[src/hdl/dedup_circular_fifo_core_assert.svh]
// Assertion macros for the deduplicating FIFO core.
// Used by the top level only; no other dependencies.
`ifndef DEDUP_CIRCULAR_FIFO_CORE_ASSERT_SVH
`define DEDUP_CIRCULAR_FIFO_CORE_ASSERT_SVH

// Same-cycle implication, disabled during reset
`define DCF_ASSERT_IMPLY(label, clk, rst, ante, cons) \
   label: assert property (@(posedge clk) disable iff (rst) (ante) |-> (cons)) \
      else $error("dcf assertion failed");

// Next-cycle implication, disabled during reset
`define DCF_ASSERT_NEXT(label, clk, rst, ante, cons) \
   label: assert property (@(posedge clk) disable iff (rst) (ante) |=> (cons)) \
      else $error("dcf assertion failed");

`endif

[src/hdl/dcf_pkg.sv]
// Shared constants and types for the deduplicating FIFO core.
// No dependencies; imported by dcf_cell and dedup_circular_fifo_core.
package dcf_pkg;

   // Queue geometry
   localparam int DEPTH       = 16;
   localparam int KEY_WIDTH   = 32;
   // The key field is 32 bits wide, so no more than 32 bits are ever kept
   localparam int KEY_BITS    = (KEY_WIDTH < 32) ? KEY_WIDTH : 32;
   localparam int COUNT_WIDTH = $clog2(DEPTH + 1);

   // Field widths on the ports
   localparam int KEY_FIELD_WIDTH = 32;
   localparam int OCC_WIDTH       = 5;
   localparam int STATUS_WIDTH    = 3;

   typedef logic [KEY_BITS-1:0]     key_type;
   typedef logic [COUNT_WIDTH-1:0]  count_type;
   typedef logic [STATUS_WIDTH-1:0] status_type;

   // Operation codes
   localparam logic OP_ENQUEUE = 1'b0;
   localparam logic OP_DEQUEUE = 1'b1;

   // Result status codes
   localparam status_type ST_ENQUEUED  = 3'd0;
   localparam status_type ST_DUPLICATE = 3'd1;
   localparam status_type ST_FULL      = 3'd2;
   localparam status_type ST_DEQUEUED  = 3'd3;
   localparam status_type ST_EMPTY     = 3'd4;

   // Per-cell control from the queue controller
   typedef struct packed {
      logic occupied;  // cell lies below the fill count
      logic load;      // capture the incoming key
      logic shift;     // take the key of the next cell up
   } cell_ctrl_type;

endpackage

[src/hdl/dedup_circular_fifo_core.sv]
// Top level of the deduplicating FIFO: queue controller, cell chain, output register.
// Depends on dcf_pkg, dcf_cell and dedup_circular_fifo_core_assert.svh.
//
//   channel  | dir | handshake          | payload
//   ---------+-----+--------------------+------------------------------------------
//   req_     | in  | req_tvalid/tready  | tuser: operation; tdata: item_key
//   rsp_     | out | rsp_tvalid/tready  | tuser: status; tdata: out_key, occupancy
//
// One word is accepted per cycle; its result appears in the output register on the
// next cycle. The membership check compares the probe against every occupied cell in the same
// cycle, and cells shift toward cell 0 on a dequeue, so cell 0 always holds the oldest key.
// A new word is taken while the output register is empty or being drained.
// Reset (synchronous, active high) clears the fill count and the output valid;
// cell contents are not reset.
module dedup_circular_fifo_core
   import dcf_pkg::*;
(
   input  logic        clock,
   input  logic        reset,
   input  logic        req_tvalid,
   output logic        req_tready,
   input  logic [0:0]  req_tuser,   // [0] operation
   input  logic [31:0] req_tdata,   // [31:0] item_key
   output logic        rsp_tvalid,
   input  logic        rsp_tready,
   output logic [2:0]  rsp_tuser,   // [2:0] status
   output logic [39:0] rsp_tdata    // [31:0] out_key, [36:32] occupancy, [39:37] zero
);

`include "dedup_circular_fifo_core_assert.svh"

   count_type  count_ff;
   count_type  count_in;
   logic       rsp_valid_ff;
   logic       rsp_valid_in;
   status_type rsp_status_ff;
   status_type rsp_status_in;
   key_type    rsp_key_ff;
   key_type    rsp_key_in;
   count_type  rsp_occ_ff;

   logic          accept;
   logic          is_enqueue;
   logic          hit;
   logic          full;
   logic          empty;
   logic          insert_ok;
   logic          remove_ok;
   key_type       probe_key;
   key_type       cell_key [DEPTH];
   key_type       cell_next [DEPTH];
   logic [DEPTH-1:0] cell_match;
   cell_ctrl_type cell_ctrl [DEPTH];

   // Handshake and decode
   assign req_tready = !rsp_valid_ff || rsp_tready;
   assign accept     = req_tvalid && req_tready;
   assign is_enqueue = (req_tuser[0] == OP_ENQUEUE);
   assign probe_key  = KEY_BITS'(req_tdata);
   assign hit        = |cell_match;
   assign full       = (count_ff == COUNT_WIDTH'(DEPTH));
   assign empty      = (count_ff == '0);
   assign insert_ok  = accept && is_enqueue && !hit && !full;
   assign remove_ok  = accept && !is_enqueue && !empty;

   // Cell chain
   for (genvar i = 0; i < DEPTH; i++) begin : g_cell
      if (i == DEPTH - 1) begin : g_end
         assign cell_next[i] = '0;
      end else begin : g_mid
         assign cell_next[i] = cell_key[i+1];
      end

      assign cell_ctrl[i].occupied = (COUNT_WIDTH'(i) < count_ff);
      assign cell_ctrl[i].load     = insert_ok && (count_ff == COUNT_WIDTH'(i));
      assign cell_ctrl[i].shift    = remove_ok;

      dcf_cell u_cell (
         .clock     (clock),
         .ctrl      (cell_ctrl[i]),
         .probe_key (probe_key),
         .next_key  (cell_next[i]),
         .key_out   (cell_key[i]),
         .match     (cell_match[i])
      );
   end

   // Status and next fill count
   always_comb begin
      rsp_status_in = ST_ENQUEUED;
      rsp_key_in    = '0;
      count_in      = count_ff;
      if (is_enqueue) begin
         if (hit) begin
            rsp_status_in = ST_DUPLICATE;
         end else if (full) begin
            rsp_status_in = ST_FULL;
         end else begin
            rsp_status_in = ST_ENQUEUED;
            count_in      = count_ff + 1'b1;
         end
      end else begin
         if (empty) begin
            rsp_status_in = ST_EMPTY;
         end else begin
            rsp_status_in = ST_DEQUEUED;
            rsp_key_in    = cell_key[0];
            count_in      = count_ff - 1'b1;
         end
      end
   end

   always_comb begin
      rsp_valid_in = rsp_valid_ff;
      if (accept) begin
         rsp_valid_in = 1'b1;
      end else if (rsp_tready) begin
         rsp_valid_in = 1'b0;
      end
   end

   // Control state
   always_ff @(posedge clock) begin
      if (reset) begin
         count_ff     <= '0;
         rsp_valid_ff <= 1'b0;
      end else begin
         rsp_valid_ff <= rsp_valid_in;
         if (accept) begin
            count_ff <= count_in;
         end
      end
   end

   // Result payload
   always_ff @(posedge clock) begin
      if (accept) begin
         rsp_status_ff <= rsp_status_in;
         rsp_key_ff    <= rsp_key_in;
         rsp_occ_ff    <= count_in;
      end
   end

   assign rsp_tvalid = rsp_valid_ff;
   assign rsp_tuser  = rsp_status_ff;
   assign rsp_tdata  = {3'b000, OCC_WIDTH'(rsp_occ_ff), KEY_FIELD_WIDTH'(rsp_key_ff)};

   // Assertions
   `DCF_ASSERT_IMPLY(a_count_range, clock, reset, 1'b1, count_ff <= COUNT_WIDTH'(DEPTH))
   `DCF_ASSERT_NEXT(a_insert_grows, clock, reset, insert_ok, count_ff == $past(count_ff) + 1'b1)
   `DCF_ASSERT_NEXT(a_remove_status, clock, reset, remove_ok, rsp_status_ff == ST_DEQUEUED)
   `DCF_ASSERT_IMPLY(a_stall_blocks, clock, reset, rsp_valid_ff && !rsp_tready, !req_tready)

endmodule

[src/hdl/dcf_cell.sv]
// One storage cell of the key chain: holds a key, compares it against the probe.
// Depends on dcf_pkg.
module dcf_cell
   import dcf_pkg::*;
(
   input  logic          clock,
   input  cell_ctrl_type ctrl,
   input  key_type       probe_key,
   input  key_type       next_key,
   output key_type       key_out,
   output logic          match
);

   key_type key_ff;
   key_type key_in;

   // Load wins over shift; the controller never asserts both
   always_comb begin
      if (ctrl.load) begin
         key_in = probe_key;
      end else if (ctrl.shift) begin
         key_in = next_key;
      end else begin
         key_in = key_ff;
      end
   end

   always_ff @(posedge clock) begin
      key_ff <= key_in;
   end

   assign key_out = key_ff;
   // Only occupied cells take part in the membership check
   assign match   = ctrl.occupied && (key_ff == probe_key);

endmodule
[config.mk]
export PLATFORM = sky130hd
export DESIGN_NAME = dedup_circular_fifo_core
export DESIGN_NICKNAME = d
export VERILOG_FILES = /design/src/hdl/dcf_pkg.sv /design/src/hdl/dedup_circular_fifo_core.sv /design/src/hdl/dcf_cell.sv
export VERILOG_INCLUDE_DIRS = /design/src /design/src/hdl
export SDC_FILE = /design/constraint.sdc
export NUM_CORES = 1
export LEC_CHECK = 0
export BUFFER_PORTS_ARGS = -buffer_cell sky130_fd_sc_hd__buf_4
export CORE_ASPECT_RATIO = 0.75
export CORE_MARGIN = 3
export CORE_UTILIZATION = 45
export DETAILED_ROUTE_END_ITERATION = 8
export PLACE_DENSITY_LB_ADDON = 0.08
export SKIP_LAST_GASP = 1
export SYNTH_ARGS = -nofsm -noshare
export SYNTH_HDL_FRONTEND = slang
export SYNTH_SLANG_ARGS = --single-unit
[constraint.sdc]
create_clock -name clock -period 5.9 [get_ports clock]
set_input_delay 0.885 -clock clock [delete_from_list [all_inputs] [get_ports clock]]
set_output_delay 0.885 -clock clock [all_outputs]
set_load 0.01 [all_outputs]
==> impl_metrics.csv, run 1 <==
group,metric,value,unit
status,status,"finished clean",
drt,wl_per_cell,29.51,um
worst_setup_path,rr_startpoint,"count_ff[4]$_SDFFE_PP0P_",
final_layout,final_layout_size_suffix_gt1_share,27.22,%
cts,cts.sinks,558,
final_layout,stdcell_area,33080,um2
cts,cts_tree,"built",
worst_setup_path,cp-endpoint,"g_cell[0].u_cell.key_out[16]$_DFFE_PP_",
global_routing,antenna_found_initial,4,
die,die_area,70590,um2
cts,clock_latency,0.62,ns
pwr,max-vdd-ir-drop,244.4,uV
timing,fin_setup_tns,0,ns
worst_setup_path,worstPathArrival,4.96,ns
drt,dr_total_vias,17652,
cts,ctsHtreeMaxLevel,2,
timing,clock.fmax,217.0,MHz
cts,cts.repair.resized,0,
worst_setup_path,startpoint,"req_tdata[9]",
placement,hpwl,60790,um
worst_setup_path,start_kind,"primary input",
synth,syn_avg_cell_area,14.15,um2
die,start_util,45.98,%
worst_setup_path,worstPathRequired,6.25,ns
final_layout,fill_cells,5632,
pwr,powerDensity,334.0,nW/um2
placement,place_area,31310,um2
timing,rsz0062_at_grt,"no",
timing,setup_ws,1.291,ns
final_layout,num-nets-final,2173,
die,fp.dieW,305.8,um
worst_setup_path,r2r_slack,1.47,ns
drt,drtPass1Iterations,5,
synth,ys_seq_area_share,55.04,%
placement,dp_cells,2944,
final_layout,post-route-util,50.15,%
timing,hold_violations,0,
hold_path,min_path_type,"primary input to flop",
synth,synth-edff-count,552,
hold_path,hold_depth,3,
worst_setup_path,critical_path_class,"primary input to flop",
die,ios,82,
die,die_h,230.9,um
worst_setup_path,worst-r2r-cell-count,10,
synth,yosysMostFrequentCell,"edfxtp_1",
synth,synth_cell_types,60,
job,drv_cap,0,
timing,tightestPinTransition,0.8010,ns
die,rows,81,
cts,clock_path_buffers,3,
timing,skew,0.02513,ns
die,core-area,65980,um2
drt,viasPerCell,5.799,
final_layout,layout.cells.non_filler,3044,
global_routing,grt_pass1_wl,129000,um
final_layout,syn2layout_area_growth,9.066,%
pwr,p_leak,10.97,nW
cts,numCtsBuffers,56,
worst_setup_path,cp-end-kind,"flop",
timing,slew_violations,0,
placement,gp_congestion,0.8753,
global_routing,grt_overflow,0,
placement,place_ws,0.8269,ns
global_routing,grt_max_degree,37,
drt,drt_iter0_drc,1991,
synth,synth.top_cell.area_share,54.64,%
timing,slew-limit-headroom,46.10,%
synth,syn_area,30330,um2
timing,finalSetupViolations,0,
cts,ctsRootBufferMaster,"clkbuf_16",
cts,clkTransAtPathRegs,0.06,ns
timing,post-route-min-period,4.609,ns
drt,ant_nets,0,
drt,drc,0,
synth,synth_commonest_cells,"edfxtp_1 (552), xnor2_1 (383), mux2_2 (335)",
cts,cts_setup_buffers,0,
synth,synth-seq-cells,558,
drt,routed_wl,89820,um
placement,port_buffers,78,
synth,synth_area_leaders,"edfxtp_1 (55%), mux2_2 (12%), xnor2_1 (11%)",
cts,holdBufCountCts,0,
global_routing,grt_use_total,25.16,%
worst_setup_path,r2r-end,"g_cell[2].u_cell.key_out[2]$_DFFE_PP_",
synth,synth_warnings,0,
synth,ys.flop_type,"edfxtp_1",
worst_setup_path,crit_fanout,32,
timing,fin_crit_sh,78.12,%
synth,synthArstFlopShare,0,%
global_routing,grt_pass1_vias,17591,
synth,synthCells,2144,
synth,synth_area_leader_cell,"edfxtp_1",
-- flip-flops by register name (all words and copies together) (netlist names) --
| name | count |
|---|---|
| g_cell.u_cell.key_out | 512 |
| rsp_tvalid | 1 |
| rsp_tuser | 3 |
| rsp_key_ff | 32 |
| rsp_occ_ff | 5 |
| count_ff | 5 |
-- worst max-delay path, cell delays in order --
cell,delay (ns)
buf_4,0.50
xor2_1,0.14
nor4_1,0.68
nand4_1,0.20
or4_1,0.56
nand4_1,0.21
or4_1,0.32
nor2_8,0.16
nand2_2,0.42
buf_4,0.41
mux2_2,0.38
-- how the worst min path moves through the flow --
stage          slack [ns]                                    end                                  start
2_1_floorplan        0.54  g_cell[7].u_cell.key_out[3]$_DFFE_PP_  g_cell[8].u_cell.key_out[3]$_DFFE_PP_
5_1_grt              0.52                rsp_tvalid$_SDFFE_PP0P_                             req_tvalid
6_report             0.53                rsp_tvalid$_SDFFE_PP0P_                             req_tvalid
4_1_cts              0.50                rsp_tvalid$_SDFFE_PP0P_                             req_tvalid
3_5_place_dp         0.54                rsp_tvalid$_SDFFE_PP0P_                rsp_tvalid$_SDFFE_PP0P_
3_3_place_gp         0.51                rsp_tvalid$_SDFFE_PP0P_                rsp_tvalid$_SDFFE_PP0P_
-- area by class of cell --
cell class	count	area [um2]	area share, %
antenna	2	5.005	0.01513
clock buffer	69	1501	4.538
clock inverter	29	272.8	0.8244
inverter	6	22.52	0.06807
multi-input combinational	1381	12510	37.81
sequential	558	16700	50.47
tap	871	1090	3.294
timing repair buffer	128	985.9	2.980
-- layer usage --
metal / share of wire, % / GRT usage (%)
met3: 9.5 / 6.916
met4: 1.7 / 4.788
met2: 41 / 34.79
met1: 48 / 39.11
met5: 0.16 / 1.436
-- kinds of logic after synthesis --
group / count (synthesis) / synth area share (%)
fa+ha+maj: 5 / 0.2062
flops: 558 / 55.04
compound gates: 39 / 0.8704
mux: 482 / 18.24
other cells: 1 / 0.01236
xor+xnor: 513 / 14.81
simple gates: 339 / 7.066
buf+inv: 207 / 3.749
-- metrics by stage --
| step | power [W] | hold WS [ns] |
|---|---|---|
| after floorplan | 0.006740 | 0.5353 |
| after global placement | 0.007524 | 0.5119 |
| after detailed placement | 0.007515 | 0.5447 |
| after CTS | 0.01109 | 0.4995 |
| after global routing | 0.01144 | 0.5208 |
| final | 0.01105 | 0.5332 |
-- power breakdown --
part	total [W]	internal [W]	switching [W]
clock	0.00357	0.00201	0.00156
combinational	0.00197	0.000818	0.00115
sequential	0.00550	0.00506	0.000440
total	0.0110	0.00789	0.00316
-- layout by cell type (no fill, tap or decap), types with 4 or more instances in the layout --
cell type | Yosys | layout
nand3_4 | 6 | 6
buf_4 | 50 | 126
clkbuf_1 | 48 | 9
edfxtp_1 | 552 | 552
mux2_4 | 29 | 29
clkinv_1 | 0 | 10
a21oi_1 | 9 | 9
or4_1 | 4 | 4
xnor2_1 | 383 | 383
o21ai_0 | 8 | 8
xor2_1 | 130 | 130
nor3_1 | 21 | 21
mux2_1 | 116 | 116
bufinv_16 | 0 | 5
nand2b_1 | 5 | 5
nand2_1 | 30 | 30
dfxtp_1 | 6 | 6
nor4_1 | 45 | 45
inv_1 | 6 | 5
clkinv_2 | 0 | 9
clkbuf_16 | 0 | 57
nand3_1 | 15 | 15
nand4_1 | 106 | 106
mux2_2 | 335 | 335
ha_1 | 5 | 5
nor2_1 | 14 | 14
and2_1 | 67 | 67
nand4_2 | 5 | 5
(Power assumes the default switching activity.)
==> inputs of run 2 (changes only) <==
Clock period 5.9 ns to 3.9 ns, I/O delays scaled along.
==> impl_metrics.csv, run 2 (synthesized netlist as in run 1, its figures left out) <==
group,metric,value,unit
cts,ctsRootBufferMaster,"clkbuf_16",
drt,drc,0,
worst_setup_path,start_kind,"flop",
pwr,max-vdd-ir-drop,317.8,uV
global_routing,grt_overflow,0,
timing,finalSetupViolations,0,
final_layout,syn2layout_area_growth,17.60,%
hold_path,hold_depth,3,
die,rows,81,
drt,routed_wl,93130,um
global_routing,grt_pass1_vias,18314,
cts,clock_latency,0.62,ns
placement,port_buffers,78,
drt,viasPerCell,5.655,
global_routing,grt_max_degree,45,
worst_setup_path,worstPathArrival,4.17,ns
placement,hpwl,68510,um
worst_setup_path,worst-r2r-cell-count,11,
die,ios,82,
die,start_util,45.98,%
drt,drtPass1Iterations,5,
pwr,p_leak,12.35,nW
placement,gp_congestion,0.8996,
worst_setup_path,crit_fanout,32,
cts,clkTransAtPathRegs,0.06,ns
die,core-area,65980,um2
drt,wl_per_cell,28.60,um
job,drv_cap,0,
worst_setup_path,r2r_slack,0.09,ns
timing,rsz0062_at_grt,"no",
worst_setup_path,critical_path_class,"flop to flop",
drt,ant_nets,0,
final_layout,largest_register_ffs,512,
timing,hold_violations,0,
cts,cts_tree,"built",
hold_path,holdPathEnd,"rsp_tvalid$_SDFFE_PP0P_",
cts,cts.sinks,558,
timing,slew-limit-headroom,42.21,%
cts,ctsHtreeMaxLevel,2,
cts,numCtsBuffers,57,
drt,drt_iter0_drc,2054,
hold_path,min_path_type,"primary input to flop",
global_routing,grt_use_total,26.16,%
final_layout,final_layout_size_suffix_gt1_share,33.53,%
global_routing,grt_pass1_wl,133500,um
pwr,powerDensity,486.2,nW/um2
worst_setup_path,rr_startpoint,"g_cell[0].u_cell.key_out[22]$_DFFE_PP_",
timing,skew,0.02204,ns
die,fp.dieW,305.8,um
worst_setup_path,r2r-end,"g_cell[9].u_cell.key_out[10]$_DFFE_PP_",
final_layout,final_cell_mix,"edfxtp_1 (552), xnor2_1 (382), mux2_2 (335), buf_4 (257), xor2_1 (130)",
global_routing,antenna_found_initial,1,
cts,clock_path_buffers,3,
die,die_area,70590,um2
worst_setup_path,worstPathRequired,4.26,ns
final_layout,num-nets-final,2381,
timing,tightestPinTransition,0.8589,ns
worst_setup_path,cp-end-kind,"flop",
final_layout,antenna_cells,0,
timing,fin_crit_sh,97.70,%
final_layout,final_common_cell,"edfxtp_1",
pwr,power,0.01734,W
die,die_h,230.9,um
timing,post-route-min-period,3.810,ns
timing,slew_violations,0,
timing,clock.fmax,262.4,MHz
hold_path,min_from,"req_tvalid",
status,status,"finished clean",
final_layout,post-route-util,54.07,%
drt,dr_total_vias,18418,
run 2: changes by cell type in the layout (fill, tap and decap cells not counted), moves of 2 or more:
cell,before,now
buf_12,2,77
buf_4,126,257
clkbuf_1,9,16
clkbuf_16,57,59
clkinv_1,10,16
clkinv_2,9,6
clkinvlp_4,3,1
diode_2,2,0
run 2: what timing repair did:
item,CTS,global route
endpoints found under the setup margin,489,968
setup buffers,0,2
hold buffers,0,0
cloned,1,0
resized for setup,1,3
pin swaps,1,2
run 2: worst max-delay path by stage:
| stage | slack, ns | to | depth (start not counted) | start |
|---|---|---|---|---|
| finish | 0.09 | g_cell[9].u_cell.key_out[10]$_DFFE_PP_ | 11 | g_cell[0].u_cell.key_out[22]$_DFFE_PP_ |
| global route | 0.05 | g_cell[9].u_cell.key_out[13]$_DFFE_PP_ | 12 | count_ff[2]$_SDFFE_PP0P_ |
| CTS | 0.01 | g_cell[13].u_cell.key_out[9]$_DFFE_PP_ | 12 | g_cell[0].u_cell.key_out[22]$_DFFE_PP_ |
| detailed placement | -0.59 | g_cell[9].u_cell.key_out[10]$_DFFE_PP_ | 12 | req_tdata[19] |
| global placement | -0.57 | g_cell[9].u_cell.key_out[1]$_DFFE_PP_ | 12 | req_tdata[19] |
| floorplan | 0.02 | g_cell[1].u_cell.key_out[0]$_DFFE_PP_ | 15 | req_tdata[11] |
run 2: per-layer routing:
metal,up-vias,global-route usage [%],share of wire [%]
met3,116,6.952,8.7
met5,-,0,0.014
met1,9368,39.81,47
li1,8244,-,-
met4,2,5.164,2.0
met2,688,37.43,42
run 2: worst max-delay path, cell delays in order, from the launching register on:
cell	delay [ns]
edfxtp_1	0.51
xnor2_2	0.23
nand4_1	0.19
nor4_2	0.11
buf_4	0.14
nand3_1	0.18
nand4_1	0.32
or4_4	0.65
nor2_8	0.27
and4bb_1	0.31
buf_12	0.22
mux2_2	0.37
run 2: final cells by class:
cell class / count / area [um2]
Fill cell: 5491 / 30300
Sequential cell: 558 / 16700
Multi-Input combinational cell: 1382 / 12550
Timing Repair Buffer: 334 / 3471
Clock buffer: 77 / 1564
Tap cell: 871 / 1090
Clock inverter: 29 / 279.0
Inverter: 6 / 26.28
run 2: power by group:
part           switching, W  leakage (nW)  internal (W)
Combinational       0.00196          6.33       0.00160
Clock               0.00236         0.898       0.00319
Sequential         0.000582          5.12       0.00765
run 2: per-stage QoR:
step                instance area, um2  setup slack [ns]  hold slack, ns  cells  TNS [ns]
floorplan                        30350           0.01686          0.5353   2146         0
global placement                 33770           -0.5706          0.5114   3148   -444.05
detailed placement               33770           -0.5889          0.5380   3148   -432.75
CTS                              35630           0.01304          0.2032   3255         0
global route                     35670           0.04744          0.2123   3257         0
finish                           35670           0.08952          0.2317   3257         0
